`src/hdl/lpip_pkg.sv`:
```
// Package for the length-prefixed instruction parser.
// Holds the parse phases, verdict codes, the result record and the opcode name table.
// No dependencies.
`timescale 1ns / 1ps

package lpip_pkg;

    localparam int OPCODE_COUNT = 11;
    localparam int QUEUE_DEPTH  = 2;

    typedef enum logic [1:0] {
        PH_DIGITS  = 2'd0,
        PH_CONTENT = 2'd1,
        PH_TERM    = 2'd2
    } phase_t;

    typedef enum logic [1:0] {
        ST_OK        = 2'd0,
        ST_PARSE_ERR = 2'd1,
        ST_UNKNOWN   = 2'd2
    } status_t;

    localparam logic KIND_ARG     = 1'b0;
    localparam logic KIND_VERDICT = 1'b1;

    localparam logic [7:0] CH_ZERO   = 8'h30;
    localparam logic [7:0] CH_NINE   = 8'h39;
    localparam logic [7:0] CH_DOT    = 8'h2e;
    localparam logic [7:0] CH_COMMA  = 8'h2c;
    localparam logic [7:0] CH_SEMI   = 8'h3b;

    typedef struct packed {
        logic       kind;
        logic [7:0] arg_byte;
        logic [7:0] arg_index;
        logic [1:0] status;
        logic [3:0] opcode_index;
        logic [7:0] arg_count;
    } rec_t;

    // Names are left-aligned: the first character sits in the top byte.
    localparam logic [63:0] OP_NAME [OPCODE_COUNT] = '{
        {"mouse",   24'h0},
        {"key",     40'h0},
        {"rename",  16'h0},
        {"connect",  8'h0},
        {"chat",    32'h0},
        {"turn",    32'h0},
        {"admin",   24'h0},
        {"nop",     40'h0},
        {"list",    32'h0},
        {"vote",    32'h0},
        {"file",    32'h0}
    };

    localparam logic [3:0] OP_LEN [OPCODE_COUNT] = '{
        4'd5, 4'd3, 4'd6, 4'd7, 4'd4, 4'd4, 4'd5, 4'd3, 4'd4, 4'd4, 4'd4
    };

endpackage

```
`src/hdl/lpip_front.sv`:
```
// Front end of the parser: takes bytes, tracks the element structure and matches the opcode.
// Produces argument byte and verdict requests for the queue. Depends on lpip_pkg.
`timescale 1ns / 1ps

module lpip_front #(
    parameter int MAX_ELEMENT_LEN = 65535,
    parameter int MAX_ARGS        = 255
) (
    input  logic              clk,
    input  logic              rst_n,
    input  logic [7:0]        byte_in,
    input  logic              last_byte,
    input  logic              accept,
    output logic              push,
    output lpip_pkg::rec_t    push_rec
);

    lpip_pkg::phase_t                    phase_reg, phase_next;
    logic [15:0]                         acc_reg, acc_next;
    logic [15:0]                         left_reg, left_next;
    logic [7:0]                          cnt_reg, cnt_next;
    logic [lpip_pkg::OPCODE_COUNT-1:0]   cand_reg, cand_next;
    logic [3:0]                          pos_reg, pos_next;
    logic                                err_reg, err_next;
    logic                                opdone_reg, opdone_next;

    always_ff @(posedge clk or negedge rst_n)
    begin
        if (!rst_n)
        begin
            phase_reg  <= lpip_pkg::PH_DIGITS;
            acc_reg    <= '0;
            left_reg   <= '0;
            cnt_reg    <= '0;
            cand_reg   <= '1;
            pos_reg    <= '0;
            err_reg    <= 1'b0;
            opdone_reg <= 1'b0;
        end
        else if (accept)
        begin
            if (last_byte)
            begin
                phase_reg  <= lpip_pkg::PH_DIGITS;
                acc_reg    <= '0;
                left_reg   <= '0;
                cnt_reg    <= '0;
                cand_reg   <= '1;
                pos_reg    <= '0;
                err_reg    <= 1'b0;
                opdone_reg <= 1'b0;
            end
            else
            begin
                phase_reg  <= phase_next;
                acc_reg    <= acc_next;
                left_reg   <= left_next;
                cnt_reg    <= cnt_next;
                cand_reg   <= cand_next;
                pos_reg    <= pos_next;
                err_reg    <= err_next;
                opdone_reg <= opdone_next;
            end
        end
    end

    logic [19:0]                         acc_ext;
    logic [lpip_pkg::OPCODE_COUNT-1:0]   cand_end;
    logic                                finished;
    logic                                emit;
    logic [3:0]                          op_sel;
    logic [7:0]                          name_ch;

    always_comb
    begin
        phase_next  = phase_reg;
        acc_next    = acc_reg;
        left_next   = left_reg;
        cnt_next    = cnt_reg;
        cand_next   = cand_reg;
        pos_next    = pos_reg;
        err_next    = err_reg;
        opdone_next = opdone_reg;
        finished    = 1'b0;
        emit        = 1'b0;
        acc_ext     = '0;
        cand_end    = cand_reg;
        op_sel      = '0;
        name_ch     = '0;
        push_rec    = '0;

        if (!err_reg)
        begin
            unique case (phase_reg)
                lpip_pkg::PH_DIGITS:
                begin
                    if (byte_in >= lpip_pkg::CH_ZERO && byte_in <= lpip_pkg::CH_NINE)
                    begin
                        acc_ext = 20'(acc_reg) * 20'd10 + 20'(byte_in - lpip_pkg::CH_ZERO);
                        if (acc_ext > 20'(MAX_ELEMENT_LEN))
                            err_next = 1'b1;
                        else
                            acc_next = acc_ext[15:0];
                    end
                    else if (byte_in == lpip_pkg::CH_DOT)
                    begin
                        left_next  = acc_reg;
                        acc_next   = '0;
                        phase_next = (acc_reg != '0) ? lpip_pkg::PH_CONTENT
                                                     : lpip_pkg::PH_TERM;
                    end
                    else
                    begin
                        err_next = 1'b1;
                    end
                end
                lpip_pkg::PH_CONTENT:
                begin
                    if (!opdone_reg)
                    begin
                        for (int i = 0; i < lpip_pkg::OPCODE_COUNT; i++)
                        begin
                            name_ch = lpip_pkg::OP_NAME[i][63 - 8*pos_reg[2:0] -: 8];
                            if (pos_reg >= lpip_pkg::OP_LEN[i] || name_ch != byte_in)
                                cand_next[i] = 1'b0;
                        end
                        if (pos_reg != 4'd15)
                            pos_next = pos_reg + 4'd1;
                    end
                    else if (!last_byte)
                    begin
                        emit = 1'b1;
                    end
                    left_next = left_reg - 16'd1;
                    if (left_next == '0)
                        phase_next = lpip_pkg::PH_TERM;
                end
                lpip_pkg::PH_TERM:
                begin
                    if (byte_in == lpip_pkg::CH_COMMA || byte_in == lpip_pkg::CH_SEMI)
                    begin
                        if (!opdone_reg)
                        begin
                            for (int i = 0; i < lpip_pkg::OPCODE_COUNT; i++)
                            begin
                                if (lpip_pkg::OP_LEN[i] != pos_reg)
                                    cand_end[i] = 1'b0;
                            end
                            cand_next   = cand_end;
                            opdone_next = 1'b1;
                            if (cand_end == '0)
                                err_next = 1'b1;
                        end
                        else
                        begin
                            cnt_next = cnt_reg + 8'd1;
                        end
                        if (!err_next)
                        begin
                            if (byte_in == lpip_pkg::CH_SEMI)
                            begin
                                if (last_byte)
                                    finished = 1'b1;
                                else
                                    err_next = 1'b1;
                            end
                            else if (last_byte || cnt_next >= 8'(MAX_ARGS))
                            begin
                                err_next = 1'b1;
                            end
                            else
                            begin
                                phase_next = lpip_pkg::PH_DIGITS;
                                acc_next   = '0;
                            end
                        end
                    end
                    else
                    begin
                        err_next = 1'b1;
                    end
                end
                default:
                begin
                    phase_next = lpip_pkg::PH_DIGITS;
                end
            endcase
        end

        for (int i = lpip_pkg::OPCODE_COUNT - 1; i >= 0; i--)
        begin
            if (cand_next[i])
                op_sel = 4'(i);
        end

        if (last_byte)
        begin
            push_rec.kind      = lpip_pkg::KIND_VERDICT;
            push_rec.arg_count = cnt_next;
            if (opdone_next && cand_next == '0)
                push_rec.status = lpip_pkg::ST_UNKNOWN;
            else if (err_next || !finished)
                push_rec.status = lpip_pkg::ST_PARSE_ERR;
            else
            begin
                push_rec.status       = lpip_pkg::ST_OK;
                push_rec.opcode_index = op_sel;
            end
        end
        else
        begin
            push_rec.kind      = lpip_pkg::KIND_ARG;
            push_rec.arg_byte  = byte_in;
            push_rec.arg_index = cnt_reg;
        end
    end

    assign push = accept && (emit || last_byte);

endmodule

```
`src/hdl/lpip_queue.sv`:
```
// Short queue of result requests between the parser front end and the output stage.
// Depends on lpip_pkg.
`timescale 1ns / 1ps

module lpip_queue (
    input  logic              clk,
    input  logic              rst_n,
    input  logic              push,
    input  lpip_pkg::rec_t    push_rec,
    input  logic              pop,
    output logic              full,
    output logic              not_empty,
    output lpip_pkg::rec_t    head_rec
);

    localparam int PTR_W = $clog2(lpip_pkg::QUEUE_DEPTH);

    lpip_pkg::rec_t     slot_reg [lpip_pkg::QUEUE_DEPTH];
    logic [PTR_W-1:0]   wr_ptr_reg;
    logic [PTR_W-1:0]   rd_ptr_reg;
    logic [PTR_W:0]     count_reg, count_next;

    always_ff @(posedge clk)
    begin
        if (push)
            slot_reg[wr_ptr_reg] <= push_rec;
    end

    always_comb
    begin
        count_next = count_reg;
        if (push && !pop)
            count_next = count_reg + 1'b1;
        else if (pop && !push)
            count_next = count_reg - 1'b1;
    end

    always_ff @(posedge clk or negedge rst_n)
    begin
        if (!rst_n)
        begin
            wr_ptr_reg <= '0;
            rd_ptr_reg <= '0;
            count_reg  <= '0;
        end
        else
        begin
            if (push)
                wr_ptr_reg <= (wr_ptr_reg == PTR_W'(lpip_pkg::QUEUE_DEPTH - 1))
                              ? '0 : wr_ptr_reg + 1'b1;
            if (pop)
                rd_ptr_reg <= (rd_ptr_reg == PTR_W'(lpip_pkg::QUEUE_DEPTH - 1))
                              ? '0 : rd_ptr_reg + 1'b1;
            count_reg <= count_next;
        end
    end

    assign full      = (count_reg == (PTR_W+1)'(lpip_pkg::QUEUE_DEPTH));
    assign not_empty = (count_reg != '0);
    assign head_rec  = slot_reg[rd_ptr_reg];

endmodule

```
`src/hdl/lpip_back.sv`:
```
// Output stage: takes requests from the queue into a registered result port.
// Depends on lpip_pkg.
`timescale 1ns / 1ps

module lpip_back (
    input  logic              clk,
    input  logic              rst_n,
    input  logic              q_valid,
    input  lpip_pkg::rec_t    q_rec,
    output logic              pop,
    output logic              out_valid,
    input  logic              out_ready,
    output lpip_pkg::rec_t    out_rec
);

    logic             valid_reg;
    lpip_pkg::rec_t   rec_reg;

    assign pop = q_valid && (!valid_reg || out_ready);

    always_ff @(posedge clk or negedge rst_n)
    begin
        if (!rst_n)
            valid_reg <= 1'b0;
        else if (pop)
            valid_reg <= 1'b1;
        else if (out_ready)
            valid_reg <= 1'b0;
    end

    always_ff @(posedge clk)
    begin
        if (pop)
            rec_reg <= q_rec;
    end

    assign out_valid = valid_reg;
    assign out_rec   = rec_reg;

endmodule

```
`src/hdl/length_prefixed_instruction_parser_top.sv`:
```
// Top level of the length-prefixed instruction parser.
// Instantiates lpip_front, lpip_queue and lpip_back; depends on lpip_pkg.
//
// Channel  Direction  Handshake             Payload
// input    in         in_valid / in_ready   byte_in, last_byte
// output   out        out_valid / out_ready kind, arg_byte, arg_index, status,
//                                           opcode_index, arg_count
//
// One byte is taken every clock while in_ready is high; the parser front end decides each byte combinationally.
// A result passes from its byte through the queue and then the output register.
// Reset is asynchronous and active low, and leaves the parser waiting for a length digit.
// A stalled output fills the two-entry queue, and only then is in_ready dropped.
`timescale 1ns / 1ps

module length_prefixed_instruction_parser_top #(
    parameter int MAX_ELEMENT_LEN = 65535,
    parameter int MAX_ARGS        = 255
) (
    input  logic        clk,
    input  logic        rst_n,
    input  logic        in_valid,
    output logic        in_ready,
    input  logic [7:0]  byte_in,
    input  logic        last_byte,
    output logic        out_valid,
    input  logic        out_ready,
    output logic        kind,
    output logic [7:0]  arg_byte,
    output logic [7:0]  arg_index,
    output logic [1:0]  status,
    output logic [3:0]  opcode_index,
    output logic [7:0]  arg_count
);

    logic             accept;
    logic             q_push;
    logic             q_pop;
    logic             q_full;
    logic             q_not_empty;
    lpip_pkg::rec_t   push_rec;
    lpip_pkg::rec_t   head_rec;
    lpip_pkg::rec_t   out_rec;

    assign in_ready = !q_full;
    assign accept   = in_valid && in_ready;

    lpip_front #(
        .MAX_ELEMENT_LEN (MAX_ELEMENT_LEN),
        .MAX_ARGS        (MAX_ARGS)
    ) u_front (
        .clk       (clk),
        .rst_n     (rst_n),
        .byte_in   (byte_in),
        .last_byte (last_byte),
        .accept    (accept),
        .push      (q_push),
        .push_rec  (push_rec)
    );

    lpip_queue u_queue (
        .clk       (clk),
        .rst_n     (rst_n),
        .push      (q_push),
        .push_rec  (push_rec),
        .pop       (q_pop),
        .full      (q_full),
        .not_empty (q_not_empty),
        .head_rec  (head_rec)
    );

    lpip_back u_back (
        .clk       (clk),
        .rst_n     (rst_n),
        .q_valid   (q_not_empty),
        .q_rec     (head_rec),
        .pop       (q_pop),
        .out_valid (out_valid),
        .out_ready (out_ready),
        .out_rec   (out_rec)
    );

    assign kind         = out_rec.kind;
    assign arg_byte     = out_rec.arg_byte;
    assign arg_index    = out_rec.arg_index;
    assign status       = out_rec.status;
    assign opcode_index = out_rec.opcode_index;
    assign arg_count    = out_rec.arg_count;

    a_no_push_when_full: assert property (@(posedge clk) disable iff (!rst_n)
        q_push |-> !q_full)
        else $error("Request written into a full queue.");

    a_no_pop_when_empty: assert property (@(posedge clk) disable iff (!rst_n)
        q_pop |-> q_not_empty)
        else $error("Request taken from an empty queue.");

    a_verdict_clean: assert property (@(posedge clk) disable iff (!rst_n)
        (out_valid && kind == lpip_pkg::KIND_VERDICT) |->
            (arg_byte == 8'd0 && arg_index == 8'd0 && status != 2'd3))
        else $error("Verdict carries argument data or an invalid status.");

    a_opcode_only_ok: assert property (@(posedge clk) disable iff (!rst_n)
        (out_valid && status != lpip_pkg::ST_OK) |-> (opcode_index == 4'd0))
        else $error("Opcode index given with a failing status.");

    a_arg_clean: assert property (@(posedge clk) disable iff (!rst_n)
        (out_valid && kind == lpip_pkg::KIND_ARG) |->
            (status == lpip_pkg::ST_OK && opcode_index == 4'd0 && arg_count == 8'd0))
        else $error("Argument byte carries verdict fields.");

endmodule

```
`config.mk`:
```
export PLATFORM = sky130hd
export DESIGN_NAME = length_prefixed_instruction_parser_top
export DESIGN_NICKNAME = d
export VERILOG_FILES = /design/src/hdl/lpip_pkg.sv /design/src/hdl/lpip_front.sv /design/src/hdl/lpip_queue.sv /design/src/hdl/lpip_back.sv /design/src/hdl/length_prefixed_instruction_parser_top.sv
export SDC_FILE = /design/constraint.sdc
export NUM_CORES = 1
export LEC_CHECK = 0
export BUFFER_PORTS_ARGS = -buffer_cell sky130_fd_sc_hd__buf_2
export CAP_MARGIN = 15
export CELL_PAD_IN_SITES_DETAIL_PLACEMENT = 2
export CELL_PAD_IN_SITES_GLOBAL_PLACEMENT = 2
export CORE_MARGIN = 4
export CORE_UTILIZATION = 41
export DETAILED_ROUTE_END_ITERATION = 7
export PLACE_DENSITY_LB_ADDON = 0.1
export SLEW_MARGIN = 30
export SYNTH_ARGS = -nofsm -noshare
export SYNTH_HDL_FRONTEND = slang
export SYNTH_SLANG_ARGS = --single-unit
```
`constraint.sdc`:
```
create_clock -name clk -period 7.1 [get_ports clk]
set_input_delay 0.355 -clock clk [delete_from_list [all_inputs] [get_ports clk]]
set_output_delay 0.355 -clock clk [all_outputs]
set_load 0.005 [all_outputs]
```
# ---- After elaboration in Yosys (flattened, before gate mapping)
# Memory sizes are Yosys's and may differ from the RTL's. A register that Yosys moved wholly into a read port is not among the register bits.
# Cells that the tools add are included.
dict set report totals {
  register_bits 64
  mem_bits_rw 62
  out_inout_bits 33
  word_cells 287
  memories 1
}
# memory words width read_ports rd_ports_with_merged_regs wr line_no
set memory_table {}
lappend memory_table {u_queue.slot_reg 2 31 1 1 1 lpip_queue.sv:18} ;# lpip_pkg::rec_t slot_reg [lpip_pkg::QUEUE_DEPTH];
dict set report classes {
  n_addsub 10
  multipliers 1
  magnitude_cmp 9
  n_eq_ne 34
  n_shift 11
  n_mux 165
  n_reduce_logical 44
}
# op count
set ops {}
lappend ops {{indexed part select 71 x 33 -> 8 bit (first input constant)} 11}
lappend ops {{2-to-1 mux 16 bit} 14}
lappend ops {{2-to-1 mux 1 bit} 101}
lappend ops {{inequality test 8 bit} 11}
lappend ops {{2-to-1 mux 4 bit} 18}
lappend ops {{2-to-1 mux 8 bit} 8}
lappend ops {{one-hot mux 16 bit (2 select lines)} 2}
lappend ops {{2-to-1 mux 11 bit} 5}
lappend ops {{2-to-1 mux 2 bit} 13}
lappend ops {{== test 8 x 6 -> 1 bit (second input constant)} 3}
lappend ops {{logical NOT 11 bit} 2}
lappend ops {{one-hot mux 11 bit (2 select lines)} 1}
lappend ops {{adder 20 bit} 1}
lappend ops {{greater-than comparator 20 x 16 -> 1 bit (second input constant)} 1}
lappend ops {{multiplier 16 x 3 -> 19 bit (second input constant)} 1}
lappend ops {{AND reduction 9 bit} 2}
lappend ops {{greater-or-equal comparator 4 x 3 -> 1 bit (second input constant)} 4}
lappend ops {{logical NOT 16 bit} 1}
lappend ops {{logical OR 1 bit} 16}
lappend ops {{inequality test 3 x 4 -> 1 bit (first input constant)} 4}
lappend ops {{nonzero test 16 bit} 1}
lappend ops {{subtractor 16 x 1 -> 16 bit (second input constant)} 1}
lappend ops {{2-to-1 mux 14 bit} 1}
lappend ops {{inequality test 3 bit (second input constant)} 4}
lappend ops {{26 further kinds} 48}

# ---- Depth between registers and ports, before layout
# Gate-level depths: netlist of the first run.
dict set report logic_depth {
  ltp_word 24
  depth_mapped 23
  depth_no_buf 22
}

# ---- Cells and area by module
# Synthesis of the first run repeated with hierarchy kept, for this count alone.
dict set report unflattened {
  cells_unflattened 1010
  hier_area_um2 10397.5
}
# mod n_inst cells_each area_per_inst_um2 seq_area_each_um2
set by_module_without_submodules {}
lappend by_module_without_submodules {lpip_front 1 860 6832.8 1490.2}
lappend by_module_without_submodules {lpip_queue 1 113 2580.0 1961.9}
lappend by_module_without_submodules {lpip_back 1 35 974.7 955.9}
lappend by_module_without_submodules {length_prefixed_instruction_parser_top 1 2 10.0 0.0}

# ---- Worst setup path before layout of the first run
# No wires, ideal clock.
dict set report synth_path {
  kind {register to register}
  start {register u_front.acc_reg[1]}
  end {memory u_queue.slot_reg[0][12] in the netlist's numbering, data pin}
  setup_time_ps 258
  t_arrival_ps 4915
  required_ps 6842
  path_slack_ps 1926
  path_stages_with_launch 20
  path_buffers 0
  synth_period_minus_slack_ps 5174
  path_cell_list {dfrtp_1 ha_1 ha_1 fa_1 a21o_1 a21oi_1 nor2b_1 o21a_1 o21ai_0 nor2b_1 o21ai_0 xor2_1 ha_1 nand3_1 o41a_1 o22a_1 or4b_4 and2_4 or3_4 and3_1}
}
# element line_no
set synth_rtl {}
lappend synth_rtl {{from (decl)} lpip_front.sv:19} ;# logic [15:0] acc_reg, acc_next;
lappend synth_rtl {{from (signal assigned)} lpip_front.sv:56} ;# acc_reg <= acc_next;
lappend synth_rtl {{to (decl)} lpip_queue.sv:18}

==> reports/qor.yml, run 1 <==
cells_and_area:
  finalNonFillerCells: 1401
  largest_reg_flops: 62
  seq_area_sq_mm: 0.00441
  multi_input_area_sq_mm: 0.00547
  drive_gt1_share_pct: 14.4
  nets: 1143
  area_growth_pct: 10.5
  fillers: 2640
  n_antenna_cell: 0
power:
  pwr-share-clk_pct: 26.3
  vdd_drop_max_uv: 191
  swShare_pct: 38.6
  p_switching_w: 0.00133
  p_leak_nw: 4.46
  power_w: 0.00345
  power_frac_comb_pct: 35.9
  pwr-share-seq_pct: 37.8
  internal-power_w: 0.00212
  p_per_area_mw_per_mm2: 306
critical_path:
  cp_cell_sequence: "ha_1, ha_1, fa_1, a21o_1, a21oi_1, nor2b_1, o21a_1, o21ai_0, nor2b_1, o31ai_1, nor2_1, xnor2_1, ha_1, nand2_1, o41a_1, o22a_1, or4b_4, and2_4, or3_4, nor3b_1"
  criticalPathCategory: "reg -> reg"
  worst_r2r_endpoint: "u_queue.slot_reg[1][11]"
  critPathMaxStageDelay_ns: 0.59
  path_common_cell: "ha_1"
  cp-end-kind: "flip-flop"
  start_kind: "flip-flop"
  slowest_stage: "or4b_4"
  reg2reg_from: "u_front.acc_reg[1]"
  rrSetupSlack_ns: 1.10
  reg2reg_depth: 20
  crit_required_ns: 7.25
  cp_max_fo: 6
  critPathArrivalTime_ns: 6.16
clock_tree:
  hold_buffers: 0
  postCtsResizedCells: 0
  cts_tree: "built"
  root_buffer: "clkbuf_16"
  clk_pin_slew_worst_paths_ns: 0.07
  clock-sinks: 157
  worstSkewPairLatency_ns: 0.44
  postCtsSetupRepairBufs: 0
  cts_buffers: 17
  clockBufferDepth: 2
  htreeDepth: 4
timing:
  fmax_mhz: 167
  clock_skew_ns: 0.0150
  finalSetupTns_ns: 0
  slew_headroom_pct: 41.6
  finalWorstSetupSlack_ns: 1.10
  slew_violations: 0
  hold_viol_final: 0
  tightest_slew_ns: 0.874
  period_needed_ns: 6.00
  finalSetupViolations: 0
  rsz0062_at_grt: "no"
  post-route-period-util_pct: 84.6
synthesis:
  ys_warn_count: 0
  synth_ff_type: "edfxtp_1"
  syn_area_sq_mm: 0.0102
  synth_edf_count: 93
  synth_nets: 1125
  syn_area_per_cell_sq_um: 9.76
  synth_seq_cells: 157
  seq_area_frac_synth_pct: 43.2
  ys_types: 79
  synthArstFlopShare_pct: 40.8
  synthCells: 1046
route:
  wl_um: 33200
  wl_met1_um: 15400
  viasPerCell: 5.94
  dr.pass1.iters: 4
  dr_wl_met3_um: 874
  initialDrtViolationCount: 361
  route.detailed.drc: 0
  wl_per_cell_um: 23.7
  dr.max_layer_used: "met4"
  wl_met2_um: 16300
  vias: 8318
  antenna_left: 0
grt:
  antenna_found_initial: 0
  grt_pass1_wl_um: 52700
  grt_max_degree: 65
  grt_overflow_total: 0
  grt_use_total_pct: 24.1
  grt_pass1_vias: 8891
die:
  io_pins: 46
  die_h_um: 166
  die_area_sq_mm: 0.0275
  core_sq_mm: 0.0244
  die_x_um: 166
  placement_rows: 57
  start_util_pct: 41.8
worst_hold_path:
  min-delay-path-class: "in -> async"
placed_design:
  hpwl_um: 23400
  gp_congestion: 0.815
  io_buffers: 45
  dpl.cell_count: 1369
  post-place-ws_ns: 1.14
status:
  status: "complete, no violations"
flow_run:
  maxCapViolations: 0
-- cells in the mapped netlist, drive strengths merged, types with 12 or more instances --
library cell / count / area (sq um)
o21ai: 69 / 345
ha: 64 / 801
nor3: 30 / 155
o22ai: 18 / 113
clkbuf: 46 / 173
buf: 12 / 58.8
nand2b: 22 / 138
a21oi: 63 / 315
nor2: 79 / 299
dfrtp: 53 / 1330
mux2: 32 / 360
xnor2: 39 / 342
xor2: 26 / 228
inv: 28 / 105
edfxtp: 93 / 2790
o211ai: 13 / 97.6
nand2: 94 / 353
nor2b: 27 / 169
nand3: 30 / 163
-- cell usage in the layout, fill, tap and decap left out, types with 9 or more instances in the layout --
master      n
nor2b_1    27
ha_1       64
buf_2      45
and3_1      9
nor2_1     76
nand4_1     9
a21oi_1    63
nand2_1    94
dfrtp_1    53
o22ai_1    18
clkbuf_16  17
dfstp_2    11
or3_1      10
xnor2_1    39
o211ai_1   13
mux2i_1    10
nand3_1    29
nand2b_1   22
o21a_1      9
xor2_1     26
mux2_2     32
inv_1      28
edfxtp_1   93
nor4_1     10
nor3_1     28
o21ai_0    66
buf_4      11
-- per-layer routing --
metal / track usage [%] / up-vias
li1: - / 3890
met1: 32.5 / 4272
met2: 41.0 / 119
met3: 2.95 / 37
met4: 6.64 / 0
met5: 0 / -
-- worst max-delay path by stage --
stage / from / to / slack (ns) / cells after the start
final: u_front.acc_reg[1] / u_queue.slot_reg[1][11] / 1.10 / 20
after global routing: u_front.acc_reg[1] / u_queue.slot_reg[0][11] / 0.70 / 20
after CTS: u_front.acc_reg[1] / u_queue.slot_reg[1][11] / 1.09 / 20
after detailed placement: u_front.acc_reg[1] / u_queue.slot_reg[0][11] / 1.14 / 20
after global placement: u_front.acc_reg[1] / u_front.acc_reg[4] / 1.46 / 19
after floorplan: u_front.acc_reg[1] / u_queue.slot_reg[0][12] / 1.93 / 19
-- stage by stage --
| step | utilization, % | cell area [sq um] | hold WS (ns) |
|---|---|---|---|
| after floorplan | - | 10200 | 0.0594 |
| after global placement | 43.9 | 10700 | 0.474 |
| after detailed placement | 43.9 | 10700 | 0.509 |
| after CTS | 46.2 | 11300 | 0.179 |
| after global routing | 46.2 | 11300 | 0.0906 |
| final | 46.2 | 11300 | 0.0336 |
-- worst max-delay path: cells and delay by family (launching register included) --
kind | cells | cell delay [ns]
AND/OR/NAND/NOR | 8 | 2.25
AO/OA/AOI/OAI | 7 | 1.54
adder cells (fa/ha/maj) | 4 | 1.35
flip-flops | 1 | 0.46
XOR/XNOR | 1 | 0.10
-- kinds of logic after synthesis --
logic type	synth area share, %
fa+ha+maj	8.24
xor+xnor	5.58
simple gates	18.0
buf+inv	3.33
compound gates	17.2
mux	4.51
flops	43.2
-- power groups by stage --
stage	sequential [W]	clock (W)	combinational (W)
CTS	0.00131	0.000922	0.00125
floorplan	0.00129	0	0.000838
global placement	0.00130	0	0.00119
finish	0.00130	0.000907	0.00124
global route	0.00133	0.000963	0.00137
detailed placement	0.00132	0	0.00122
-- layout make-up --
class	count	share of cell area, %
multi-input cells	802	48.5
repair buffers	57	2.83
clock inverters	15	1.30
inverters	29	0.965
flip-flops and latches	157	39.1
clock buffers	17	3.77
well taps	324	3.59
Note: power is estimated with default switching activity, not from simulation.
==> run 2: changes to the inputs <==
==> constraint.sdc (replaced) <==
create_clock -name clk -period 6 [get_ports clk]
set_input_delay 0.3 -clock clk [delete_from_list [all_inputs] [get_ports clk]]
set_output_delay 0.3 -clock clk [all_outputs]
set_load 0.005 [all_outputs]
==> reports/qor.yml, run 2 (synthesis results as in run 1) <==
timing:
  clock_skew_ns: 0.0175
  rsz0062_at_grt: "no"
  slew_headroom_pct: 45.3
  period_needed_ns: 5.63
  post-route-period-util_pct: 93.9
  finalSetupTns_ns: 0
  hold_ws_ns: -0.0350
  fmax_mhz: 177
  tightest_slew_ns: 0.820
  hold_viol_final: 5
  finalSetupViolations: 0
  slew_violations: 0
  finalWorstSetupSlack_ns: 0.365
grt:
  grt_pass1_vias: 8885
  grt_overflow_total: 0
  grt_use_total_pct: 24.4
  antenna_found_initial: 0
  grt_max_degree: 65
  grt_pass1_wl_um: 53300
cells_and_area:
  area_growth_pct: 11.1
  fillers: 2615
  largest_reg_flops: 62
  final_common_cell: "nand2_1"
  drive_gt1_share_pct: 14.7
  nets: 1144
  n_antenna_cell: 0
  final_cell_mix: "nand2_1 (94), edfxtp_1 (93), nor2_1 (76)"
critical_path:
  slowest_stage: "or4b_4"
  critPathMaxStageDelay_ns: 0.59
  cp_cell_sequence: "ha_1, ha_1, fa_1, a21o_1, a21oi_1, nor2b_1, o21a_1, o21ai_1, nor2b_1, o31ai_1, nor2_1, xnor2_1, ha_1, nand2_1, o41a_1, o22a_1, or4b_4, and2_4, or3_4, and3_1"
  rrSetupSlack_ns: 0.37
  worst-path-buf-inv: 0
  crit_required_ns: 6.18
  start_kind: "flip-flop"
  path_common_cell: "ha_1"
  cp_max_fo: 6
  criticalPathCategory: "reg -> reg"
  cp-end-kind: "flip-flop"
  critPathArrivalTime_ns: 5.82
  cp_top_family: "simple AND/OR/NAND/NOR gates"
die:
  start_util_pct: 41.8
  die_x_um: 166
  die_h_um: 166
  core_sq_mm: 0.0244
  die_area_sq_mm: 0.0275
  placement_rows: 57
  io_pins: 46
power:
  power_w: 0.00418
  p_per_area_mw_per_mm2: 368
  pwr-share-seq_pct: 37.1
  internal-power_w: 0.00259
  power_frac_comb_pct: 35.6
  swShare_pct: 38.1
  p_switching_w: 0.00159
  pwr-share-clk_pct: 27.3
  p_leak_nw: 4.48
  vdd_drop_max_uv: 237
clock_tree:
  cts_tree: "built"
  postCtsResizedCells: 0
  htreeDepth: 4
  root_buffer: "clkbuf_16"
  cts_buffers: 17
  clk_pin_slew_worst_paths_ns: 0.07
  hold_buffers: 0
  postCtsSetupRepairBufs: 0
  worstSkewPairLatency_ns: 0.45
  clockBufferDepth: 2
  clock-sinks: 157
placed_design:
  io_buffers: 45
  hpwl_um: 23000
  post-place-ws_ns: 0.293
  gp_congestion: 0.763
flow_run:
  maxCapViolations: 0
route:
  initialDrtViolationCount: 476
  wl_per_cell_um: 24.0
  wl_um: 33700
  antenna_left: 0
  dr.pass1.iters: 4
  route.detailed.drc: 0
  viasPerCell: 5.94
  vias: 8328
status:
  status: "finished, violations left"
  violations: "negative hold slack"
worst_hold_path:
  min-delay-path-class: "in -> async"
[run 2: cell types whose count changed in the layout (fill, tap and decap cells not counted), sizes merged]
cell,previous run,this run
buf,57,58
bufinv,0,2
clkbuf,17,18
clkinv,4,3
inv,38,36
[run 2: stage by stage]
stage	cell area (sq um)	utilization, %	hold slack, ns	instances
2_1_floorplan	10200	-	0.00441	1046
3_3_place_gp	10700	43.9	0.476	1370
3_5_place_dp	10700	43.9	0.508	1370
4_1_cts	11300	46.4	0.111	1402
5_1_grt	11300	46.5	0.0181	1402
6_report	11300	46.5	-0.0350	1402
[run 2: power by group through the flow]
stage	Combinational [W]	Sequential, W	Clock [W]
6_report	0.00149	0.00155	0.00114
5_1_grt	0.00164	0.00158	0.00120
4_1_cts	0.00149	0.00155	0.00116
3_5_place_dp	0.00145	0.00156	0
3_3_place_gp	0.00140	0.00154	0
2_1_floorplan	0.000992	0.00152	0
[run 2: path summary, 6_finish.rpt]
kind | start | end | cells past startpoint
worst min-delay path | rst_n | u_front.pos_reg[3] | 2
max in group asynchronous | rst_n | u_front.cnt_reg[4] | 2
worst max register to register | u_front.acc_reg[1] | u_queue.slot_reg[1][12] | 20
worst min register to register | u_back.out_valid | u_back.out_valid | 2
worst max-delay path | u_front.acc_reg[1] | u_queue.slot_reg[1][12] | 20
min in group clk | out_ready | u_back.out_valid | 3
[run 2: cell type report]
| class | instances | area (sq um) | share of cell area [%] |
|---|---|---|---|
| clock buffers | 18 | 429 | 3.78 |
| flip-flops and latches | 157 | 4410 | 38.9 |
| multi-input cells | 802 | 5490 | 48.4 |
| inverters | 29 | 109 | 0.960 |
| clock inverters | 14 | 173 | 1.52 |
| repair buffers | 58 | 327 | 2.88 |
| well taps | 324 | 405 | 3.57 |
[run 2: worst register-to-register path, delay by kind of cell, from the launching register on]
| family | cells | cell delay [ns] |
|---|---|---|
| AND/OR/NAND/NOR | 8 | 1.98 |
| AO/OA/AOI/OAI | 7 | 1.49 |
| adder cells (fa/ha/maj) | 4 | 1.34 |
| XOR/XNOR | 1 | 0.11 |
| flip-flops | 1 | 0.45 |
[run 2: per-layer routing]
metal  track usage (%)  vias up  part of all wire, %
met2              41.4      142                   49
li1                  -     3889                    -
met4              6.13        0                  1.8
met5                 0        -                    0
met3              3.05       39                  2.6
met1              33.3     4258                   46
==> run 3: changes to the inputs <==
--- a/config.mk
+++ b/config.mk
@@ -12,6 +12,7 @@
 export CORE_MARGIN = 4
 export CORE_UTILIZATION = 41
 export DETAILED_ROUTE_END_ITERATION = 7
+export GPL_TIMING_DRIVEN = 0
 export PLACE_DENSITY_LB_ADDON = 0.1
 export SLEW_MARGIN = 30
 export SYNTH_ARGS = -nofsm -noshare
==> reports/qor.yml, run 3 (synthesis results as in run 1) <==
status:
  status: "complete, no violations"
timing:
  tightest_slew_ns: 0.877
  period_needed_ns: 5.81
  hold_viol_final: 0
  post-route-period-util_pct: 96.8
  finalSetupViolations: 0
  fmax_mhz: 172
  finalWorstSetupSlack_ns: 0.189
  slew_headroom_pct: 40.0
  slew_violations: 0
  clock_skew_ns: 0.0128
die:
  die_area_sq_mm: 0.0275
  io_pins: 46
  die_h_um: 166
  start_util_pct: 41.8
  placement_rows: 57
  core_sq_mm: 0.0244
  die_x_um: 166
critical_path:
  cp_cell_sequence: "ha_1, ha_1, fa_1, a21o_1, a21oi_1, nor2b_1, o21a_1, o21ai_1, nor2b_2, o31ai_1, nor2_1, xnor2_1, ha_1, nand2_2, o41a_1, o22a_1, or4b_4, and2_4, or3_4, nor3b_2"
  path_common_cell: "ha_1"
  critPathMaxStageDelay_ns: 0.61
  cp_top_family: "simple AND/OR/NAND/NOR gates"
  slowest_stage: "or4b_4"
  reg2reg_depth: 20
  worst-path-buf-inv: 0
  startpoint: "u_front.acc_reg[3]"
  cp.depth: 20
  reg2reg_from: "u_front.acc_reg[3]"
  crit_required_ns: 6.23
  cp_max_fo: 5
  critPathArrivalTime_ns: 6.04
  criticalPathCategory: "reg -> reg"
  cp-end-kind: "flip-flop"
  start_kind: "flip-flop"
clock_tree:
  root_buffer: "clkbuf_16"
  htreeDepth: 4
  cts_buffers: 17
  clock-sinks: 157
  worstSkewPairLatency_ns: 0.44
  clk_pin_slew_worst_paths_ns: 0.07
  clockBufferDepth: 2
  cts_tree: "built"
placed_design:
  post-place-ws_ns: -0.0283
  gp_congestion: 0.847
  io_buffers: 44
  hpwl_um: 25500
flow_run:
  maxCapViolations: 0
cells_and_area:
  multi_input_area_sq_mm: 0.00551
  drive_gt1_share_pct: 14.5
  final_cell_mix: "nand2_1 (93), edfxtp_1 (93), nor2_1 (77)"
  nets: 1194
  fillers: 2628
  largest_reg_flops: 62
  seq_area_sq_mm: 0.00441
  area_growth_pct: 13.6
route:
  wl_um: 36200
  antenna_left: 0
  vias: 8676
  route.detailed.drc: 0
  viasPerCell: 5.97
  dr.pass1.iters: 5
  initialDrtViolationCount: 541
  wl_per_cell_um: 24.9
power:
  power_w: 0.00428
  vdd_drop_max_uv: 207
  p_per_area_mw_per_mm2: 369
  p_leak_nw: 4.56
worst_hold_path:
  worstHoldPathCells: 1
  min-delay-path-class: "in -> reg"
  hp-start: "last_byte"
grt:
  grt_pass1_wl_um: 57000
  grt_overflow_total: 0
  grt_pass1_vias: 9511
  grt_use_total_pct: 26.2
  antenna_found_initial: 1
  grt_max_degree: 43
-- run 3: path summary, 6_finish.rpt --
kind	to	slack (ns)
worst max-delay path	u_queue.slot_reg[1][11]	0.19
worst min-delay path	u_queue.slot_reg[1][30]	0.12
worst max register to register	u_queue.slot_reg[1][11]	0.19
worst min register to register	u_back.out_valid	0.51
max in group asynchronous	u_front.cand_reg[7]	5.04
min in group asynchronous	u_front.pos_reg[1]	0.32
-- run 3: layout make-up --
type	count	share of cell area (%)
clock inverter	14	1.46
buffer	58	2.02
timing repair buffer	50	2.78
multi-input combinational	802	47.5
tap	324	3.50
antenna	1	0.0216
sequential	157	38.0
clock buffer	18	3.70
inverter	29	0.939
-- run 3: report_power, final --
group,switching [W],internal [W],total (W)
Combinational,0.00102,0.000560,0.00158
Clock,0.000534,0.000632,0.00117
Sequential,0.000122,0.00141,0.00153
-- run 3: repair_timing --
action,in CTS,in global routing
buffers inserted,0,1
endpoints found under the hold margin,13,0
hold buffers,1,0
pin swaps,0,1
cloned,0,0
resized for setup,1,11
endpoints found under the setup margin,2,20
-- run 3: routing by layer --
| metal | vias up | track usage [%] | wire length, um | share of wire [%] |
|---|---|---|---|---|
| met4 | 0 | 8.21 | 997 | 2.8 |
| met2 | 203 | 44.6 | 17800 | 49 |
| met3 | 61 | 3.57 | 1190 | 3.3 |
| li1 | 3995 | - | - | - |
| met5 | - | 0 | 0 | 0 |
| met1 | 4417 | 34.9 | 16300 | 45 |
-- run 3: stage by stage --
step,util [%],area [sq um],setup TNS [ns],instances,hold WS (ns)
final,47.5,11600,0,1453,0.120
after global routing,47.5,11600,-0.0508,1453,0.108
after global placement,44.4,10800,0,1414,0.474
after floorplan,-,10200,0,1046,0.00441
after CTS,47.3,11500,0,1451,0.110
after detailed placement,44.8,10900,-0.0565,1418,0.263
